$ cat src/hw/rtl/btgr_pkg.sv
// Shared types and constants for the bitmap text glyph rasterizer.
// Used by btgr_ctrl, btgr_datapath and the top level; depends on nothing.
package btgr_pkg;

  localparam int GlyphBytes = 1024;
  localparam int CodeCount  = 256;
  localparam int MaxGlyphW  = 8;
  localparam int MaxGlyphH  = 8;
  localparam int ScreenLimit = 1024;

  // Input operations.
  localparam logic [1:0] OP_GLYPH_WRITE   = 2'd0;
  localparam logic [1:0] OP_ADVANCE_WRITE = 2'd1;
  localparam logic [1:0] OP_DRAW          = 2'd2;

  // Configuration register indexes.
  localparam logic [2:0] CFG_SCREEN_WIDTH  = 3'd0;
  localparam logic [2:0] CFG_SCREEN_HEIGHT = 3'd1;
  localparam logic [2:0] CFG_FIRST_CODE    = 3'd2;
  localparam logic [2:0] CFG_LAST_CODE     = 3'd3;
  localparam logic [2:0] CFG_GLYPH_WIDTH   = 3'd4;
  localparam logic [2:0] CFG_GLYPH_HEIGHT  = 3'd5;

  typedef enum logic [1:0] {
    ST_IDLE,
    ST_READ,
    ST_SCAN,
    ST_FLUSH
  } state_t;

  typedef struct packed {
    logic wr_glyph;
    logic wr_advance;
    logic draw_load;
    logic row_read;
    logic scan;
    logic flush;
  } cmd_t;

  typedef struct packed {
    logic in_range;
    logic empty_cell;
    logic col_last;
    logic row_last;
  } status_t;

endpackage

$ cat src/hw/rtl/btgr_ctrl.sv
// Controller state machine of the glyph rasterizer: sequences row reads and
// the column scan. Depends on btgr_pkg; drives btgr_datapath through cmd_t.
module btgr_ctrl (
  input  logic              clk,
  input  logic              rst,
  input  logic              start,
  input  logic [1:0]        op,
  input  btgr_pkg::status_t status,
  output btgr_pkg::cmd_t    cmd,
  output logic              busy
);

  btgr_pkg::state_t state, state_next;
  logic accept;

  assign busy   = (state != btgr_pkg::ST_IDLE);
  assign accept = start && !busy;

  always_ff @(posedge clk) begin
    if (rst) begin
      state <= btgr_pkg::ST_IDLE;
    end else begin
      state <= state_next;
    end
  end

  always_comb begin
    state_next = state;
    unique case (state)
      btgr_pkg::ST_IDLE: begin
        if (accept && op == btgr_pkg::OP_DRAW && status.in_range) begin
          state_next = status.empty_cell ? btgr_pkg::ST_FLUSH : btgr_pkg::ST_READ;
        end
      end
      btgr_pkg::ST_READ: begin
        state_next = btgr_pkg::ST_SCAN;
      end
      btgr_pkg::ST_SCAN: begin
        if (status.col_last) begin
          state_next = status.row_last ? btgr_pkg::ST_FLUSH : btgr_pkg::ST_READ;
        end
      end
      btgr_pkg::ST_FLUSH: begin
        state_next = btgr_pkg::ST_IDLE;
      end
      default: state_next = btgr_pkg::ST_IDLE;
    endcase
  end

  always_comb begin
    cmd = '0;
    unique case (state)
      btgr_pkg::ST_IDLE: begin
        cmd.wr_glyph   = accept && op == btgr_pkg::OP_GLYPH_WRITE;
        cmd.wr_advance = accept && op == btgr_pkg::OP_ADVANCE_WRITE;
        cmd.draw_load  = accept && op == btgr_pkg::OP_DRAW;
      end
      btgr_pkg::ST_READ:  cmd.row_read = 1'b1;
      btgr_pkg::ST_SCAN:  cmd.scan     = 1'b1;
      btgr_pkg::ST_FLUSH: cmd.flush    = 1'b1;
      default: cmd = '0;
    endcase
  end

endmodule

$ cat config.mk
export PLATFORM = sky130hd
export DESIGN_NAME = btgr_ctrl
export DESIGN_NICKNAME = d
export VERILOG_FILES = /design/src/hw/rtl/btgr_pkg.sv /design/src/hw/rtl/btgr_ctrl.sv
export SDC_FILE = /design/constraint.sdc
export NUM_CORES = 1
export LEC_CHECK = 0
export ABC_CLOCK_PERIOD_IN_PS = 1300
export BUFFER_PORTS_ARGS = -buffer_cell sky130_fd_sc_hd__buf_2
export CAP_MARGIN = 0
export CORE_AREA = 5 5 42 44
export DETAILED_ROUTE_END_ITERATION = 7
export DIE_AREA = 0 0 47 49
export SYNTH_ARGS = -nofsm -noshare
export SYNTH_HDL_FRONTEND = slang
export SYNTH_SLANG_ARGS = --single-unit
$ cat constraint.sdc
create_clock -name clk -period 1.3 [get_ports clk]
set_input_delay 0.13 -clock clk [delete_from_list [all_inputs] [get_ports clk]]
set_output_delay 0.13 -clock clk [all_outputs]
set_load 0.03 [all_outputs]
Word level (Yosys, flattened, before mapping)
Cells that the tools add are included.

storage, ports and cells
  register bits after elaboration = 2
  output and inout port bits = 7
  logic and storage cells = 27

cells by class
  muxes and demuxes = 9
  reductions and logical operators = 10
  equality and inequality tests = 7

operators with widths
  kind                count
  $mux 2              4
  $pmux 2 s4          1
  $eq 2x2->1 const B  3
  $logic_and 1x1->1   5
  $eq 2x1->1 const B  2
  $logic_not 2->1     2
  $ne 2x2->1 const B  2
  $mux 1              3
  $mux 3              1
  $reduce_and 2->1    1
  $reduce_bool 2->1   1
  $logic_not 1->1     1

Longest topological paths before layout
  word-level depth = 7
  depth in mapped cells = 3

Worst setup path before layout
Ideal clock, no wire load.

  kind = register to output
  start = register state[0]
  end = output cmd[4] in the netlist's numbering
  buffers on the path = 0
  cell stages (with the launch flop) = 4
  path slack = -189 ps
  data arrival time = 1359 ps
  cell sequence = dfxtp_1 > nor2_2 > nand2_1 > nor3b_1

RTL lines
  element                   RTL line         RTL
  start: declaration        btgr_ctrl.sv:13  btgr_pkg::state_t state, state_next;
  start signal: assignment  btgr_ctrl.sv:21  state <= btgr_pkg::ST_IDLE;
  start signal: assignment  btgr_ctrl.sv:23  state <= state_next;
  end: declaration          btgr_ctrl.sv:9   output btgr_pkg::cmd_t cmd,

==> metrics.log <==
INFO  metric cts.clk_slew.worst_paths = 0.03 ns
INFO  metric endpoint_required_time_on_the_critical_path = around 1.2 ns
INFO  metric crit_path_start_kind = register
INFO  metric finalWorstPathRequiredPeriod = roughly 1.2 ns
INFO  metric pins_over_slew_limit = 0
INFO  metric mostFrequentLayoutCell = sky130_fd_sc_hd__buf_2
INFO  metric post_route_cells_drive_above_1_share = approximately four fifths
INFO  metric area_enclosed_by_the_die_boundary = 2300 sq um
INFO  metric criticalPathCategory = reg2out
INFO  metric worst_slew_pin_slew = 0.245 ns
INFO  metric vdd_ir_drop_max = just under 0.0002 V
INFO  metric cts.htree.levels = 1
INFO  metric synth_top_area_share = roughly a quarter
INFO  metric firstDrtPassIters = 1
INFO  metric grt_pass1_vias = 226
INFO  metric cp.arrival = 1.10 ns
INFO  metric synthesis.area_per_instance = 9.04 sq um
INFO  metric globalRoute.totalOverflow = 0
INFO  metric cts_sinks = 2
INFO  metric tritoncts.num_buffers = 3
INFO  metric power.density_cell_area = 1150 nW/um^2
INFO  metric finClkSkew = around 0.00053 ns
INFO  metric clock_path_buffers = 2
INFO  metric layout_common_cells = sky130_fd_sc_hd__buf_2, sky130_fd_sc_hd__buf_4, sky130_fd_sc_hd__clkbuf_4
INFO  metric finalWorstSetupSlack = 0.0670 ns
INFO  metric finish.instance_area = 353 sq um
INFO  metric pre_cts_slack = 0.170 ns
INFO  metric synthDominantAreaCellType = sky130_fd_sc_hd__dfxtp_1
INFO  metric layout_top_registers = state x2
INFO  metric min_period_over_period = 94.8%
INFO  metric setup_viol = 0
INFO  metric fin_cells = 56
INFO  metric drt_drc_violations_left = 0
INFO  metric syn-instance-count = 18
INFO  metric status = complete, no violations
INFO  metric vias = 212
INFO  metric largest-register = state
INFO  metric clk_latency = 0.23 ns
INFO  metric rsz0062_at_grt = yes
INFO  metric total_wire_length = roughly 570 microns
INFO  metric top_level_ports = 16
INFO  metric drt-vias-per-instance = 3.79
INFO  metric postSynthNetCount = 27
INFO  metric fmax = 811 MHz
INFO  metric worst_hold_path_class = in2reg
INFO  metric yosysSeqAreaShare = 24.6%
INFO  metric postCtsHoldBufs = 0
INFO  metric worst_setup_ep_type = output port
INFO  metric place.detailed.instances = 50
INFO  metric relSlewSlack = 83.6%
INFO  metric nNetsFinal = roughly 50
INFO  metric yosysUniqueCellTypes = 15
INFO  metric grt_start_max_net_pins = 8
INFO  metric cts-root-buf = sky130_fd_sc_hd__clkbuf_4
INFO  metric ys.warnings.count = 0
INFO  metric floorplan.die.width = 47 microns
INFO  metric antenna_violating_nets_post_route = 0
INFO  metric detailed_place.area = 265 sq um
INFO  metric area_growth_syn_to_layout = 117%
INFO  metric setup_tns = 0 ns
INFO  metric grt_antenna_before_repair = 0
INFO  metric mappedNetlistArea = 163 sq um
INFO  metric grt.total_usage = 5.69%
INFO  metric initial_core_util = between 10% and 20%
INFO  metric number_of_violations_reported_at_the_end_of_detailed_routing_iteration_0 = 0
INFO  metric synth-seq-cells = 2
INFO  metric critical_path.max_fanout = 4
INFO  metric numPortBuffers = 15
INFO  metric first_pass_grt_wire_length = 814 microns
INFO  metric diodes = 0
INFO  metric leakage = 0.182 nW
INFO  metric tritoncts = done
INFO  metric coreArea = 1400 sq um
INFO  metric hold_viol = 0
INFO  metric largest_register_ffs = 2
INFO  metric wl_per_cell = 10.1 microns
INFO  metric std_cell_rows = 14
INFO  metric cap_violations = 0
INFO  metric routability_congestion_estimate = 0.683
INFO  metric die_height = between 40 and 50 microns
INFO  metric post_synth_main_area_contributors = sky130_fd_sc_hd__dfxtp_1, sky130_fd_sc_hd__a2111oi_2, sky130_fd_sc_hd__nor3b_1
[per-stage QoR]
stage | hold slack, ns | util (%) | power [mW]
after floorplan | 0.206 | - | 0.176
after global placement | 0.326 | 18.9 | 0.227
after detailed placement | 0.331 | 18.9 | 0.229
after CTS | 0.0812 | 22.4 | 0.393
after global routing | 0.0748 | 25.2 | 0.435
final | 0.0793 | 25.2 | 0.407
[cell type report]
cell class | count | area, sq um
clock buffer | 3 | 22.5
multi-input combinational | 15 | 146
timing repair buffer | 19 | 113
inverter | 1 | 3.75
sequential | 2 | 47.5
tap | 16 | 20.0
fill | 159 | 1050
[path summary, 6_finish.rpt]
check | cells past startpoint | slack (ns) | start | endpoint
worst max register to register | 4 | 0.13 | state[1] | state[0]
worst min-delay path | 2 | 0.08 | rst | state[0]
worst min register to register | 2 | 0.54 | state[0] | state[0]
worst max-delay path | 4 | 0.07 | state[1] | cmd[4]
[critical path, stage by stage, from the launching register on]
cell and delay, ns:
sky130_fd_sc_hd__dfxtp_4 0.35, sky130_fd_sc_hd__nor2_4 0.13, sky130_fd_sc_hd__nand2_4 0.07, sky130_fd_sc_hd__nor3b_2 0.15
sky130_fd_sc_hd__buf_4 0.18
[cells by family after synthesis]
logic type | share of synthesized area, %
simple gates | 52.3
compound gates | 20.8
flops | 24.6
buf+inv | 2.31
[synth_stat cells]
| library cell | n |
|---|---|
| sky130_fd_sc_hd__nor2b_1 | 1 |
| sky130_fd_sc_hd__o21ba_1 | 1 |
| sky130_fd_sc_hd__nand4b_1 | 1 |
| sky130_fd_sc_hd__nand2b_1 | 1 |
| sky130_fd_sc_hd__dfxtp_1 | 2 |
| sky130_fd_sc_hd__nor3b_1 | 2 |
| sky130_fd_sc_hd__nor2b_4 | 1 |
| sky130_fd_sc_hd__a221oi_1 | 1 |
| sky130_fd_sc_hd__nand2_1 | 1 |
| sky130_fd_sc_hd__nor2_2 | 1 |
| sky130_fd_sc_hd__and2_1 | 1 |
| sky130_fd_sc_hd__nor3_1 | 2 |
| sky130_fd_sc_hd__inv_1 | 1 |
| sky130_fd_sc_hd__nor2b_2 | 1 |
| sky130_fd_sc_hd__a2111oi_2 | 1 |
[power breakdown]
group / leakage (nW) / internal (mW) / switching (mW) / total, mW
combinational: 0.150 / 0.0846 / 0.0985 / 0.183
clock: 0.0138 / 0.102 / 0.0376 / 0.140
sequential: 0.0178 / 0.0718 / 0.0123 / 0.0841
[what timing repair did]
action / CTS / global route
buffers inserted: 0 / 3
setup endpoints to repair: 3 / 3
pin swaps: 1 / 3
resized for setup: 8 / 5
[routing by layer]
layer	track usage [%]	part of all wire (%)	wire [microns]	vias to the layer above
met1	3.28	31	174	88
met3	5.17	15	84	2
li1	-	-	-	112
met4	6.91	2.8	16	0
met5	0	0	0	-
met2	8.37	52	294	10
Note: power is estimated with default switching activity, not from simulation.
